===== config.mk =====
export PLATFORM = sky130hd
export DESIGN_NAME = rgb_hue_color_classifier
export DESIGN_NICKNAME = d
export VERILOG_FILES = /design/src/hdl/rhcc_pkg.sv /design/src/hdl/rhcc_front.sv /design/src/hdl/rhcc_fifo.sv /design/src/hdl/rhcc_back.sv /design/src/hdl/rgb_hue_color_classifier.sv
export VERILOG_INCLUDE_DIRS = /design/src /design/src/hdl
export SDC_FILE = /design/constraint.sdc
export NUM_CORES = 1
export LEC_CHECK = 0
export BUFFER_PORTS_ARGS = -buffer_cell sky130_fd_sc_hd__buf_2
export CAP_MARGIN = 20
export CORE_MARGIN = 2
export CORE_UTILIZATION = 64
export DETAILED_ROUTE_END_ITERATION = 8
export PLACE_DENSITY = 0.82
export SYNTH_ARGS = -nofsm -noshare
export SYNTH_HDL_FRONTEND = slang
export SYNTH_HIERARCHICAL = 1
export SYNTH_SLANG_ARGS = --single-unit

===== constraint.sdc =====
create_clock -name clk_i -period 10.2 [get_ports clk_i]
set_input_delay 1.53 -clock clk_i [delete_from_list [all_inputs] [get_ports clk_i]]
set_output_delay 1.53 -clock clk_i [all_outputs]
set_load 0.02 [all_outputs]

===== src/hdl/rgb_hue_color_classifier_assert.svh =====
// ----------------------------------------------------------------------------
// RGB hue color classifier assertion macros
// Shorthand for clocked concurrent assertions that are disabled during reset.
// ----------------------------------------------------------------------------
`ifndef RGB_HUE_COLOR_CLASSIFIER_ASSERT_SVH
`define RGB_HUE_COLOR_CLASSIFIER_ASSERT_SVH

// Assertion on an explicit clock and active-low reset.
`define RHCC_ASSERT_CLK(lbl, clk, rst_n, prop, msg) \
  lbl: assert property (@(posedge clk) disable iff (!rst_n) prop) else $error(msg);

// Assertion on the block clock and reset.
`define RHCC_ASSERT(lbl, prop, msg) `RHCC_ASSERT_CLK(lbl, clk_i, rst_ni, prop, msg)

`endif


===== src/hdl/rhcc_pkg.sv =====
// ----------------------------------------------------------------------------
// RGB hue color classifier package
// Shared types, register indexes, color codes and reset values.
// ----------------------------------------------------------------------------
package rhcc_pkg;

  localparam int HUE_BITS_DEF    = 10;
  localparam int SAMPLE_BITS_DEF = 16;
  localparam int DATA_W          = 16;  // width of every raw count field
  localparam int THR_W           = 10;  // width of a hue threshold register
  localparam int HUE_OUT_W       = 10;  // width of the reported hue field
  localparam int CODE_W          = 3;
  localparam int IDX_W           = 3;
  localparam int FIFO_DEPTH      = 2;

  localparam logic [DATA_W-1:0] DARK_RESET = 16'd65000;

  // Configuration register indexes.
  localparam logic [IDX_W-1:0] CFG_WHITE_OFFSET = 3'd0;
  localparam logic [IDX_W-1:0] CFG_BLACK_OFFSET = 3'd1;
  localparam logic [IDX_W-1:0] CFG_RED_HIGH_THR = 3'd2;
  localparam logic [IDX_W-1:0] CFG_MAGENTA_THR  = 3'd3;
  localparam logic [IDX_W-1:0] CFG_BLUE_THR     = 3'd4;
  localparam logic [IDX_W-1:0] CFG_CYAN_THR     = 3'd5;
  localparam logic [IDX_W-1:0] CFG_GREEN_THR    = 3'd6;
  localparam logic [IDX_W-1:0] CFG_YELLOW_THR   = 3'd7;

  typedef enum logic [CODE_W-1:0] {
    CODE_WHITE   = 3'd0,
    CODE_BLACK   = 3'd1,
    CODE_RED     = 3'd2,
    CODE_MAGENTA = 3'd3,
    CODE_BLUE    = 3'd4,
    CODE_CYAN    = 3'd5,
    CODE_GREEN   = 3'd6,
    CODE_YELLOW  = 3'd7
  } color_e;

  // Brightness verdict made when the sample is accepted.
  typedef enum logic [1:0] {
    KIND_HUE   = 2'd0,
    KIND_WHITE = 2'd1,
    KIND_BLACK = 2'd2
  } kind_e;

  typedef struct packed {
    logic [DATA_W-1:0] white_offset;
    logic [DATA_W-1:0] black_offset;
    logic [THR_W-1:0]  red_high_thr;
    logic [THR_W-1:0]  magenta_thr;
    logic [THR_W-1:0]  blue_thr;
    logic [THR_W-1:0]  cyan_thr;
    logic [THR_W-1:0]  green_thr;
    logic [THR_W-1:0]  yellow_thr;
  } cfg_t;

  localparam cfg_t CFG_RESET = '{
    white_offset: 16'd100,
    black_offset: 16'd100,
    red_high_thr: 10'd922,
    magenta_thr:  10'd768,
    blue_thr:     10'd563,
    cyan_thr:     10'd461,
    green_thr:    10'd205,
    yellow_thr:   10'd102
  };

endpackage


===== src/hdl/rhcc_front.sv =====
// ----------------------------------------------------------------------------
// RGB hue color classifier front end
// Tracks the clear-channel extremes, makes the white/black verdict and
// prepares the hue dividend and divisor for each accepted sample.
// ----------------------------------------------------------------------------
module rhcc_front import rhcc_pkg::*; #(
  parameter int SAMPLE_BITS = SAMPLE_BITS_DEF,
  localparam int D6_W = SAMPLE_BITS + 3
) (
  input  logic              clk_i,
  input  logic              rst_ni,
  input  cfg_t              cfg_i,
  input  logic              push_i,
  input  logic [DATA_W-1:0] red_i,
  input  logic [DATA_W-1:0] green_i,
  input  logic [DATA_W-1:0] blue_i,
  input  logic [DATA_W-1:0] clear_i,
  output kind_e             kind_o,
  output logic [D6_W-1:0]   num_o,
  output logic [D6_W-1:0]   div_o
);

  localparam logic [DATA_W:0] SAMPLE_MAX = (DATA_W+1)'((1 << SAMPLE_BITS) - 1);

  logic [DATA_W-1:0]      dark_q, dark_d;
  logic [DATA_W-1:0]      bright_q, bright_d;
  logic [SAMPLE_BITS-1:0] r, g, b, c;
  logic [DATA_W-1:0]      c_ext;
  logic [DATA_W-1:0]      white_thr;
  logic [DATA_W:0]        black_sum, black_thr;
  logic                   is_white, is_black;
  logic                   blue_max, green_max;
  logic [SAMPLE_BITS-1:0] mx, mn, d;
  logic [D6_W-1:0]        r_x, g_x, b_x, d_x, d6;

  assign r     = red_i[SAMPLE_BITS-1:0];
  assign g     = green_i[SAMPLE_BITS-1:0];
  assign b     = blue_i[SAMPLE_BITS-1:0];
  assign c     = clear_i[SAMPLE_BITS-1:0];
  assign c_ext = DATA_W'(c);

  // Extremes include the current sample before the brightness verdict.
  assign dark_d   = (c_ext < dark_q) ? c_ext : dark_q;
  assign bright_d = (c_ext > bright_q) ? c_ext : bright_q;

  assign white_thr = (bright_d > cfg_i.white_offset) ? bright_d - cfg_i.white_offset : '0;
  assign black_sum = {1'b0, dark_d} + {1'b0, cfg_i.black_offset};
  assign black_thr = (black_sum > SAMPLE_MAX) ? SAMPLE_MAX : black_sum;
  assign is_white  = c_ext > white_thr;
  assign is_black  = {1'b0, c_ext} < black_thr;

  always_comb begin
    if (is_white) begin
      kind_o = KIND_WHITE;
    end else if (is_black) begin
      kind_o = KIND_BLACK;
    end else begin
      kind_o = KIND_HUE;
    end
  end

  // On a tie for the maximum, blue wins over green and green over red.
  assign blue_max  = (b >= r) && (b >= g);
  assign green_max = !blue_max && (g >= r);

  always_comb begin
    if (blue_max) begin
      mx = b;
    end else if (green_max) begin
      mx = g;
    end else begin
      mx = r;
    end
    mn = r;
    if (g < mn) begin
      mn = g;
    end
    if (b < mn) begin
      mn = b;
    end
  end

  assign d   = mx - mn;
  assign r_x = D6_W'(r);
  assign g_x = D6_W'(g);
  assign b_x = D6_W'(b);
  assign d_x = D6_W'(d);
  assign d6  = (d_x << 2) + (d_x << 1);

  // A gray sample divides zero by one so the divider yields a zero hue.
  always_comb begin
    div_o = d6;
    if (d == '0) begin
      num_o = '0;
      div_o = D6_W'(1);
    end else if (blue_max) begin
      num_o = (d_x << 2) + r_x - g_x;
    end else if (green_max) begin
      num_o = (d_x << 1) + b_x - r_x;
    end else if (g >= b) begin
      num_o = g_x - b_x;
    end else begin
      num_o = d6 - (b_x - g_x);
    end
  end

  always_ff @(posedge clk_i or negedge rst_ni) begin
    if (!rst_ni) begin
      dark_q   <= DARK_RESET;
      bright_q <= '0;
    end else if (push_i) begin
      dark_q   <= dark_d;
      bright_q <= bright_d;
    end
  end

endmodule


===== src/hdl/rhcc_fifo.sv =====
// ----------------------------------------------------------------------------
// RGB hue color classifier work queue
// Small register queue that decouples the front end from the divider.
// ----------------------------------------------------------------------------
module rhcc_fifo import rhcc_pkg::*; #(
  parameter int WIDTH = 8,
  parameter int DEPTH = FIFO_DEPTH,
  localparam int PTR_W = (DEPTH > 1) ? $clog2(DEPTH) : 1,
  localparam int CNT_W = $clog2(DEPTH + 1)
) (
  input  logic             clk_i,
  input  logic             rst_ni,
  input  logic             push_i,
  input  logic [WIDTH-1:0] data_i,
  input  logic             pop_i,
  output logic [WIDTH-1:0] data_o,
  output logic             full_o,
  output logic             empty_o
);

  logic [WIDTH-1:0] entry_q [DEPTH];
  logic [PTR_W-1:0] wr_ptr_q, rd_ptr_q;
  logic [CNT_W-1:0] count_q;

  assign full_o  = count_q == CNT_W'(DEPTH);
  assign empty_o = count_q == '0;
  assign data_o  = entry_q[rd_ptr_q];

  always_ff @(posedge clk_i or negedge rst_ni) begin
    if (!rst_ni) begin
      wr_ptr_q <= '0;
      rd_ptr_q <= '0;
      count_q  <= '0;
    end else begin
      if (push_i) begin
        wr_ptr_q <= (wr_ptr_q == PTR_W'(DEPTH - 1)) ? '0 : wr_ptr_q + 1'b1;
      end
      if (pop_i) begin
        rd_ptr_q <= (rd_ptr_q == PTR_W'(DEPTH - 1)) ? '0 : rd_ptr_q + 1'b1;
      end
      if (push_i && !pop_i) begin
        count_q <= count_q + 1'b1;
      end else if (pop_i && !push_i) begin
        count_q <= count_q - 1'b1;
      end
    end
  end

  always_ff @(posedge clk_i) begin
    if (push_i) begin
      entry_q[wr_ptr_q] <= data_i;
    end
  end

endmodule


===== src/hdl/rhcc_back.sv =====
// ----------------------------------------------------------------------------
// RGB hue color classifier back end
// Restoring divider for the hue, threshold compare and output register.
// ----------------------------------------------------------------------------
module rhcc_back import rhcc_pkg::*; #(
  parameter int HUE_BITS    = HUE_BITS_DEF,
  parameter int SAMPLE_BITS = SAMPLE_BITS_DEF,
  localparam int D6_W = SAMPLE_BITS + 3
) (
  input  logic                 clk_i,
  input  logic                 rst_ni,
  input  cfg_t                 cfg_i,
  input  logic                 avail_i,
  input  kind_e                kind_i,
  input  logic [D6_W-1:0]      num_i,
  input  logic [D6_W-1:0]      div_i,
  output logic                 pop_o,
  output logic                 busy_o,
  output logic                 out_valid_o,
  input  logic                 out_ready_i,
  output color_e               color_o,
  output logic [HUE_OUT_W-1:0] hue_o
);

  localparam int CNT_W = (HUE_BITS > 1) ? $clog2(HUE_BITS) : 1;
  localparam int CMP_W = (HUE_BITS > THR_W) ? HUE_BITS : THR_W;

  localparam logic [1:0] ST_IDLE = 2'd0;
  localparam logic [1:0] ST_DIV  = 2'd1;
  localparam logic [1:0] ST_DONE = 2'd2;

  logic [1:0]          state_q, state_d;
  logic [CNT_W-1:0]    cnt_q, cnt_d;
  logic [D6_W-1:0]     rem_q, rem_d;
  logic [D6_W-1:0]     div_q, div_d;
  logic [HUE_BITS-1:0] quot_q, quot_d;
  kind_e               kind_q, kind_d;
  logic                out_vld_q, out_vld_d;
  color_e              color_q, color_d;
  logic [HUE_OUT_W-1:0] hue_q, hue_d;
  logic [D6_W:0]       rem_shift;
  logic                fits;
  logic                load_out;
  logic [CMP_W-1:0]    hue_cmp;
  color_e              hue_color;

  assign rem_shift = {rem_q, 1'b0};
  assign fits      = rem_shift >= {1'b0, div_q};
  assign hue_cmp   = CMP_W'(quot_q);
  assign load_out  = (state_q == ST_DONE) && (!out_vld_q || out_ready_i);
  assign pop_o     = (state_q == ST_IDLE) && avail_i;
  assign busy_o    = state_q != ST_IDLE;

  // First matching threshold wins; thresholds need not be ordered.
  always_comb begin
    if (hue_cmp > CMP_W'(cfg_i.red_high_thr)) begin
      hue_color = CODE_RED;
    end else if (hue_cmp > CMP_W'(cfg_i.magenta_thr)) begin
      hue_color = CODE_MAGENTA;
    end else if (hue_cmp > CMP_W'(cfg_i.blue_thr)) begin
      hue_color = CODE_BLUE;
    end else if (hue_cmp > CMP_W'(cfg_i.cyan_thr)) begin
      hue_color = CODE_CYAN;
    end else if (hue_cmp > CMP_W'(cfg_i.green_thr)) begin
      hue_color = CODE_GREEN;
    end else if (hue_cmp > CMP_W'(cfg_i.yellow_thr)) begin
      hue_color = CODE_YELLOW;
    end else begin
      hue_color = CODE_RED;
    end
  end

  always_comb begin
    state_d   = state_q;
    cnt_d     = cnt_q;
    rem_d     = rem_q;
    div_d     = div_q;
    quot_d    = quot_q;
    kind_d    = kind_q;
    out_vld_d = out_vld_q;
    color_d   = color_q;
    hue_d     = hue_q;

    if (out_vld_q && out_ready_i) begin
      out_vld_d = 1'b0;
    end

    case (state_q)
      ST_IDLE: begin
        if (avail_i) begin
          rem_d   = num_i;
          div_d   = div_i;
          kind_d  = kind_i;
          quot_d  = '0;
          cnt_d   = '0;
          state_d = ST_DIV;
        end
      end
      ST_DIV: begin
        // One quotient bit per cycle; the remainder stays below the divisor.
        rem_d  = fits ? D6_W'(rem_shift - {1'b0, div_q}) : D6_W'(rem_shift);
        quot_d = {quot_q[HUE_BITS-2:0], fits};
        cnt_d  = cnt_q + 1'b1;
        if (cnt_q == CNT_W'(HUE_BITS - 1)) begin
          state_d = ST_DONE;
        end
      end
      ST_DONE: begin
        if (load_out) begin
          out_vld_d = 1'b1;
          hue_d     = HUE_OUT_W'(quot_q);
          case (kind_q)
            KIND_WHITE: color_d = CODE_WHITE;
            KIND_BLACK: color_d = CODE_BLACK;
            default:    color_d = hue_color;
          endcase
          state_d = ST_IDLE;
        end
      end
      default: begin
        state_d = ST_IDLE;
      end
    endcase
  end

  always_ff @(posedge clk_i or negedge rst_ni) begin
    if (!rst_ni) begin
      state_q   <= ST_IDLE;
      cnt_q     <= '0;
      out_vld_q <= 1'b0;
    end else begin
      state_q   <= state_d;
      cnt_q     <= cnt_d;
      out_vld_q <= out_vld_d;
    end
  end

  always_ff @(posedge clk_i) begin
    rem_q   <= rem_d;
    div_q   <= div_d;
    quot_q  <= quot_d;
    kind_q  <= kind_d;
    color_q <= color_d;
    hue_q   <= hue_d;
  end

  assign out_valid_o = out_vld_q;
  assign color_o     = color_q;
  assign hue_o       = hue_q;

endmodule


===== src/hdl/rgb_hue_color_classifier.sv =====
// The shared restoring divider resolves one hue bit per cycle and takes the next
// sample from the queue only after it has loaded the result of the last one.
// A two-entry queue lets the input side take samples while the divider works.
// Reset (asynchronous, active low) loads the register defaults, sets the darkest
// clear value to 65000 and the brightest to zero, and empties the queue.
// ----------------------------------------------------------------------------
// RGB hue color classifier
// Classifies raw red, green, blue and clear sensor counts into one of eight
// color codes and reports the hue as a fraction of a turn.
// ----------------------------------------------------------------------------
`include "rgb_hue_color_classifier_assert.svh"

module rgb_hue_color_classifier import rhcc_pkg::*; #(
  parameter int HUE_BITS    = HUE_BITS_DEF,
  parameter int SAMPLE_BITS = SAMPLE_BITS_DEF
) (
  input  logic              clk_i,
  input  logic              rst_ni,
  // Configuration write port
  input  logic              cfg_we_i,
  input  logic [IDX_W-1:0]  cfg_idx_i,
  input  logic [DATA_W-1:0] cfg_data_i,
  // Sample input stream
  input  logic              s_axis_tvalid_i,
  output logic              s_axis_tready_o,
  input  logic [63:0]       s_axis_tdata_i,  // red_count, green_count, blue_count, clear_count
  // Result output stream
  output logic              m_axis_tvalid_o,
  input  logic              m_axis_tready_i,
  output logic [15:0]       m_axis_tdata_o   // color_code, hue_value, zero padding
);

  localparam int D6_W    = SAMPLE_BITS + 3;
  localparam int ENTRY_W = 2 + 2 * D6_W;

  cfg_t                 cfg_q;
  logic                 push, pop;
  logic                 fifo_full, fifo_empty;
  logic                 back_busy;
  kind_e                front_kind;
  logic [D6_W-1:0]      front_num, front_div;
  logic [ENTRY_W-1:0]   push_entry, head_entry;
  color_e               color;
  logic [HUE_OUT_W-1:0] hue;

  always_ff @(posedge clk_i or negedge rst_ni) begin
    if (!rst_ni) begin
      cfg_q <= CFG_RESET;
    end else if (cfg_we_i) begin
      case (cfg_idx_i)
        CFG_WHITE_OFFSET: cfg_q.white_offset <= cfg_data_i;
        CFG_BLACK_OFFSET: cfg_q.black_offset <= cfg_data_i;
        CFG_RED_HIGH_THR: cfg_q.red_high_thr <= cfg_data_i[THR_W-1:0];
        CFG_MAGENTA_THR:  cfg_q.magenta_thr  <= cfg_data_i[THR_W-1:0];
        CFG_BLUE_THR:     cfg_q.blue_thr     <= cfg_data_i[THR_W-1:0];
        CFG_CYAN_THR:     cfg_q.cyan_thr     <= cfg_data_i[THR_W-1:0];
        CFG_GREEN_THR:    cfg_q.green_thr    <= cfg_data_i[THR_W-1:0];
        CFG_YELLOW_THR:   cfg_q.yellow_thr   <= cfg_data_i[THR_W-1:0];
        default:          cfg_q <= cfg_q;
      endcase
    end
  end

  assign s_axis_tready_o = !fifo_full;
  assign push            = s_axis_tvalid_i && !fifo_full;

  rhcc_front #(
    .SAMPLE_BITS(SAMPLE_BITS)
  ) u_front (
    .clk_i   (clk_i),
    .rst_ni  (rst_ni),
    .cfg_i   (cfg_q),
    .push_i  (push),
    .red_i   (s_axis_tdata_i[15:0]),
    .green_i (s_axis_tdata_i[31:16]),
    .blue_i  (s_axis_tdata_i[47:32]),
    .clear_i (s_axis_tdata_i[63:48]),
    .kind_o  (front_kind),
    .num_o   (front_num),
    .div_o   (front_div)
  );

  assign push_entry = {front_kind, front_num, front_div};

  rhcc_fifo #(
    .WIDTH(ENTRY_W),
    .DEPTH(FIFO_DEPTH)
  ) u_fifo (
    .clk_i   (clk_i),
    .rst_ni  (rst_ni),
    .push_i  (push),
    .data_i  (push_entry),
    .pop_i   (pop),
    .data_o  (head_entry),
    .full_o  (fifo_full),
    .empty_o (fifo_empty)
  );

  rhcc_back #(
    .HUE_BITS    (HUE_BITS),
    .SAMPLE_BITS (SAMPLE_BITS)
  ) u_back (
    .clk_i       (clk_i),
    .rst_ni      (rst_ni),
    .cfg_i       (cfg_q),
    .avail_i     (!fifo_empty),
    .kind_i      (kind_e'(head_entry[ENTRY_W-1 -: 2])),
    .num_i       (head_entry[2*D6_W-1 -: D6_W]),
    .div_i       (head_entry[D6_W-1:0]),
    .pop_o       (pop),
    .busy_o      (back_busy),
    .out_valid_o (m_axis_tvalid_o),
    .out_ready_i (m_axis_tready_i),
    .color_o     (color),
    .hue_o       (hue)
  );

  assign m_axis_tdata_o = {3'b000, hue, color};

  `RHCC_ASSERT(a_fifo_state_sane, !(fifo_full && fifo_empty), "queue reports full and empty")
  `RHCC_ASSERT(a_pop_has_entry, pop |-> !fifo_empty, "divider took an entry from an empty queue")
  `RHCC_ASSERT(a_result_from_work, $rose(m_axis_tvalid_o) |-> $past(back_busy), "result appeared without divider work")

endmodule

; Word level (Yosys, flattened, before mapping)
; Memories as Yosys holds them, arrays and structs flattened.
; Cells that the tools add are included.
[word_totals]
elab_cells = 151
ff_bits = 198
ramBits = 80
in_bits = 88
memories = 1
[mem_list]
columns = memory, depth, word_bits, rd, rd_ports_with_merged_regs, wr, line_no
row1 = u_fifo.entry_q, 2, 40, 1, 0, 1, rhcc_fifo.sv:21  ; logic [WIDTH-1:0] entry_q [DEPTH];
[classes]
add_sub_neg = 17
n_bitwise = 1
n_lt_le_gt_ge = 19
reduce_logical = 33
n_eq_ne = 16
muxes = 42
[ops]
columns = op, n
row1 = $mux W19, 7
row2 = $mux W16, 7
row3 = $ge A16 B16 Y1, 4
row4 = $gt A10 B10 Y1, 6
row5 = $gt A16 B16 Y1, 3
row6 = $lt A16 B16 Y1, 3
row7 = $pmux W19 S2, 1
row8 = $sub A19 B16 Y19, 2
row9 = $sub A19 B19 Y19, 2
row10 = $sub A16 B16 Y17, 2
row11 = $sub A16 B16 Y16, 2
row12 = $reduce_and A2 Y1, 11
row13 = $ge A20 B19 Y1, 1
row14 = $pmux W10 S2, 1
row15 = $add A18 B16 Y19, 1
row16 = $add A18 B17 Y19, 1
row17 = $add A17 B16 Y18, 1
row18 = $mux W3, 6
row19 = $add A16 B16 Y17, 1
row20 = $gt A17 B16 Y1 const B, 1
row21 = $lt A16 B17 Y1, 1
row22 = $mux W17, 1
row23 = $logic_not A16 Y1, 1
row24 = $mux W2, 7
row25 = 26 further kinds, 55

; Logic depth before layout (Yosys ltp)
[depth]
word_depth = 13
depth_mapped = 43
depth_no_buf = 41

; Modules after synthesis
; Netlist, hierarchy kept.
[by_module_without_submodules]
columns = module, seq_area_each_um2, instances, cells_each, area_per_inst_um2
row1 = rhcc_front, 814.5, 1, 1639, 12951.2
row2 = rhcc_back, 2067.0, 1, 563, 5348.9
row3 = rgb_hue_color_classifier, 2344.7, 1, 210, 3574.7
row4 = rhcc_fifo, 2502.4, 1, 141, 3276.9

; Worst setup path before layout
; Ideal clock, no wire load.
[synth_timing]
path_kind = input -> register
from = in s_axis_tdata_i[9]
to = mem u_fifo/entry_q[0][35] in the netlist's numbering (data pin)
path_buffers = 4
cell_stages = 42
path_slack_ns = -0.162
t_arrival_ns = 10.104
cell_sequence = inv_1 ha_1 a211oi_1 o21ai_0 a211oi_1 nand3_1 clkbuf_1 clkbuf_1 a21oi_1 ha_1 a21o_1 a21o_1 a221oi_1 o211ai_1 a211oi_1 buf_2 buf_1 nor2_1 (+6 left out) xnor2_1 ha_1 nand2_1 o21ai_0 nand2_1 or4_1 a31oi_2 a21oi_1 o21ai_2 a21o_1 a21o_1 xor2_1 ha_1 and3_1 a311oi_1 xnor2_1 nand2_1 a31o_2
[synth_between]
elab_chain_cells = 13
word_cells_on_any_way = 23
[synth_rtl]
columns = element, line_no
row1 = "start, declared", rgb_hue_color_classifier.sv:26  ; input logic [63:0] s_axis_tdata_i,
row2 = "parallel branches: the longest is 12 deep, another holds $add A18 B17 Y19", --
row3 = $mux W19 (*), rhcc_front.sv:93  ; if (d == '0) begin
row4 = via front_num[16], rgb_hue_color_classifier.sv:41  ; logic [D6_W-1:0] front_num, front_div;
row5 = "end, declared", rhcc_fifo.sv:21
; Mark *: on every way through the listed nets, which the timed path passes.

; Worst setup path after layout
[layout_timing]
from = in s_axis_tdata_i[1]
to = mem u_fifo/entry_q[0][36] in the netlist's numbering (data pin)
; Same word-level chain as after synthesis.

==> report_table.html <==
<table>
<tr><th>Metric</th><th>Value</th></tr>
<tr><th colspan="2">Drt</th></tr>
<tr><td>Number of remaining DRC errors</td><td>0</td></tr>
<tr><td>Number of vias in the routed layout</td><td>20.4k</td></tr>
<tr><td>Initial DRT Pass Iterations</td><td>5</td></tr>
<tr><td>DRT iter0 DRCs</td><td>1,317</td></tr>
<tr><td>Number of nets with antenna violations after routing</td><td>0</td></tr>
<tr><td>Final wirelength</td><td>67,000 µm</td></tr>
<tr><td>Avg Vias per Cell</td><td>6.17</td></tr>
<tr><td>Routed wirelength normalized by instance count</td><td>20.3 µm</td></tr>
<tr><th colspan="2">Floorplanning</th></tr>
<tr><td>Cell Rows</td><td>72</td></tr>
<tr><td>Number of primary I/O pins</td><td>106</td></tr>
<tr><td>Height of the chip</td><td>202 µm</td></tr>
<tr><td>X dimension of the die</td><td>202 µm</td></tr>
<tr><td>Area of the core region</td><td>38,700 µm²</td></tr>
<tr><td>Initial cell density of the core</td><td>0.649</td></tr>
<tr><td>Area of the die</td><td>40,900 µm²</td></tr>
<tr><th colspan="2">Setup path</th></tr>
<tr><td>Largest fanout of any net on the critical path</td><td>6</td></tr>
<tr><td>Data arrival, critical path</td><td>9.92 ns</td></tr>
<tr><td>Worst setup SP type</td><td>input port</td></tr>
<tr><td>Master of the slowest instance on the critical path</td><td>sky130_fd_sc_hd__fa_1</td></tr>
<tr><td>Classification of the worst setup path</td><td>input port to register</td></tr>
<tr><td>Required @ worst endpoint</td><td>10.52 ns</td></tr>
<tr><td>Reg-to-reg slack, setup</td><td>1.57 ns</td></tr>
<tr><td>Reg-to-reg critical path startpoint</td><td>u_front/dark_q[1]</td></tr>
<tr><td>Slowest cell delay on critical path</td><td>0.45 ns</td></tr>
<tr><td>Worst path most repeated cell</td><td>sky130_fd_sc_hd__buf_4</td></tr>
<tr><td>Endpoint kind of the worst setup timing path</td><td>register</td></tr>
<tr><td>Length in cells of the worst reg-to-reg path</td><td>38</td></tr>
<tr><td>Capturing point of the worst reg2reg path</td><td>u_fifo/entry_q[0][39]</td></tr>
<tr><th colspan="2">Worst hold path</th></tr>
<tr><td>Path category of the worst min-delay check</td><td>register to register</td></tr>
<tr><td>End of the worst hold path</td><td>cfg_q[86]</td></tr>
<tr><td>Start point of the worst min-delay path</td><td>cfg_q[86]</td></tr>
<tr><td>Number of cells on the worst hold path</td><td>1</td></tr>
<tr><th colspan="2">Cells and area</th></tr>
<tr><td>Ratio of cells with drive above 1 in the final layout</td><td>0.220</td></tr>
<tr><td>Area delta synth-&gt;final</td><td>12.0%</td></tr>
<tr><td>Filler instances</td><td>2,830</td></tr>
<tr><td>Number of inserted diodes</td><td>0</td></tr>
<tr><td>Number of nets in the layout</td><td>3,241</td></tr>
<tr><th colspan="2">Global route</th></tr>
<tr><td>Total Routing Usage GR</td><td>0.324</td></tr>
<tr><td>Vias in the first global route</td><td>21.1k</td></tr>
<tr><td>Total congestion overflow after global routing</td><td>0</td></tr>
<tr><td>Maximum number of pins on one net before global-route repair</td><td>70</td></tr>
<tr><td>Antenna violations before repair</td><td>0</td></tr>
<tr><td>Wire length of the first global-routing pass</td><td>107,000 µm</td></tr>
<tr><th colspan="2">Flow run</th></tr>
<tr><td>Max_cap viols</td><td>0</td></tr>
<tr><th colspan="2">STA</th></tr>
<tr><td>Total negative slack for setup checks</td><td>0 ns</td></tr>
<tr><td>Total count of hold-check failures in the final report</td><td>0</td></tr>
<tr><td>Top achievable clock speed</td><td>104 MHz</td></tr>
<tr><td>Share of the cycle needed by the critical path after routing</td><td>0.941</td></tr>
<tr><td>Rel. slew slack</td><td>0.289</td></tr>
<tr><td>Final-report setup violation count</td><td>0</td></tr>
<tr><td>Setup repair after global routing missed its margin</td><td>false</td></tr>
<tr><td>Minimum clock period after layout</td><td>9.60 ns</td></tr>
<tr><td>Worst-Margin Slew</td><td>1.07 ns</td></tr>
<tr><td>Max-slew violation total from the final report</td><td>0</td></tr>
<tr><td>Post-route clock skew</td><td>0.0254 ns</td></tr>
<tr><th colspan="2">Placement</th></tr>
<tr><td>Final GP Congestion</td><td>0.998</td></tr>
<tr><td>Port Buffer Count</td><td>102</td></tr>
<tr><td>Post-detailed-placement half-perimeter wirelength</td><td>52,300 µm</td></tr>
<tr><th colspan="2">Run status</th></tr>
<tr><td>Run status</td><td>finished clean</td></tr>
<tr><th colspan="2">Clocking</th></tr>
<tr><td>Clock tree from TritonCTS</td><td>built</td></tr>
<tr><td>Number of CTS-inserted buffers</td><td>26</td></tr>
<tr><td>CTS sink cnt</td><td>278</td></tr>
<tr><td>Post-CTS clock slew at the launch and capture registers of the worst setup and hold paths</td><td>0.07 ns</td></tr>
<tr><td>Insertion delay of the later-clocked pin in the worst-skew pair</td><td>0.56 ns</td></tr>
<tr><td>Deepest level of the CTS H-tree</td><td>1</td></tr>
<tr><td>Clk buf depth</td><td>3</td></tr>
<tr><td>Count of hold buffers inserted by post-cts repair</td><td>0</td></tr>
<tr><td>Clock root buffer</td><td>sky130_fd_sc_hd__clkbuf_16</td></tr>
<tr><th colspan="2">Synth</th></tr>
<tr><td>Number of warnings printed during yosys synthesis</td><td>6</td></tr>
<tr><td>Mean area per synthesized cell</td><td>9.85 µm²</td></tr>
<tr><td>Gate count of the mapped netlist</td><td>2,552</td></tr>
<tr><td>Total standard cell area after synthesis</td><td>25,100 µm²</td></tr>
</table>
final cells by class:
cell class | count | area [µm²] | area share
repair buffers | 261 | 1740 | 0.0618
multi-input cells | 1949 | 16200 | 0.574
clock inverters | 19 | 268 | 0.00951
clock buffers | 29 | 662 | 0.0235
flip-flops and latches | 278 | 7730 | 0.274
inverters | 251 | 942 | 0.0335
well taps | 518 | 648 | 0.0230
placed cells by master, fill, tap and decap left out, types with 26 or more instances in the layout:
| master | instances |
|---|---|
| sky130_fd_sc_hd__mux2i_1 | 33 |
| sky130_fd_sc_hd__nor2_1 | 158 |
| sky130_fd_sc_hd__nand3_1 | 30 |
| sky130_fd_sc_hd__nor3_1 | 30 |
| sky130_fd_sc_hd__fa_1 | 39 |
| sky130_fd_sc_hd__dfstp_2 | 45 |
| sky130_fd_sc_hd__o21a_1 | 30 |
| sky130_fd_sc_hd__ha_1 | 347 |
| sky130_fd_sc_hd__nand4_1 | 39 |
| sky130_fd_sc_hd__buf_4 | 156 |
| sky130_fd_sc_hd__mux2_4 | 39 |
| sky130_fd_sc_hd__buf_2 | 101 |
| sky130_fd_sc_hd__nor2b_1 | 55 |
| sky130_fd_sc_hd__a21oi_1 | 183 |
| sky130_fd_sc_hd__o21ai_0 | 93 |
| sky130_fd_sc_hd__nand2_1 | 137 |
| sky130_fd_sc_hd__xor2_1 | 64 |
| sky130_fd_sc_hd__xnor2_1 | 78 |
| sky130_fd_sc_hd__a21o_1 | 78 |
| sky130_fd_sc_hd__mux2_2 | 160 |
| sky130_fd_sc_hd__nand2b_1 | 31 |
| sky130_fd_sc_hd__dfrtp_1 | 89 |
| sky130_fd_sc_hd__clkbuf_16 | 26 |
| sky130_fd_sc_hd__edfxtp_1 | 143 |
| sky130_fd_sc_hd__a211oi_1 | 33 |
| sky130_fd_sc_hd__inv_1 | 250 |
state kept, by name (all words and copies together), names as in the netlist, 2 cells and up:
| signal | flops |
|---|---|
| cfg_q | 92 |
| u_fifo/entry_q | 80 |
| u_back/div_q | 19 |
| u_back/rem_q | 19 |
| u_front/bright_q | 16 |
| u_front/dark_q | 16 |
| u_back/hue_cmp | 10 |
| u_back/hue_o | 10 |
| u_back/cnt_q | 4 |
| u_back/color_o | 3 |
| u_back/kind_q | 2 |
| u_back/state_q | 2 |
| u_fifo/count_q | 2 |
worst max-delay path: cells and delay by family:
family	cells	cell delay (ns)
mux	1	0.14
xor+xnor	2	0.37
simple gates	6	1.12
fa+ha+maj	6	2.04
buf+inv	9	1.35
compound gates	17	3.33
per-stage QoR:
step | cells | cell area (µm²) | hold slack, ns | setup WS [ns] | utilization
after floorplan | 2554 | 25200 | 0.426 | 0.101 | -
after global placement | 3253 | 27100 | 0.471 | 0.156 | 0.701
after detailed placement | 3255 | 27200 | 0.477 | 0.00125 | 0.701
after CTS | 3303 | 28100 | 0.490 | 0.483 | 0.725
after global routing | 3305 | 28200 | 0.499 | 0.0914 | 0.727
final | 3305 | 28200 | 0.488 | 0.599 | 0.727
worst max-delay path by stage:
stage	start	end	slack (ns)	cells after the start
global placement	s_axis_tdata_i[1]	u_fifo/entry_q[0][36]	0.16	40
floorplan	s_axis_tdata_i[9]	u_fifo/entry_q[0][35]	0.10	42
global route	s_axis_tdata_i[1]	u_fifo/entry_q[0][36]	0.09	42
CTS	s_axis_tdata_i[1]	u_fifo/entry_q[0][36]	0.48	41
detailed placement	s_axis_tdata_i[1]	u_fifo/entry_q[1][36]	0.001	40
finish	s_axis_tdata_i[1]	u_fifo/entry_q[0][36]	0.60	41
per-layer routing:
metal	global-route usage	vias to the layer above	routed length, µm
li1	-	9607	-
met1	0.380	9839	26700
met2	0.584	716	33200
met3	0.0295	227	3170
met4	0.180	0	3940
met5	0	-	0
repair_timing:
item | CTS | global route
endpoints found under the setup margin | 0 | 8
resized for setup | 0 | 8
setup buffers | 0 | 0
Power is not shown: default switching activity piles up to over one toggle a cycle in this logic, so the estimate is an artifact.
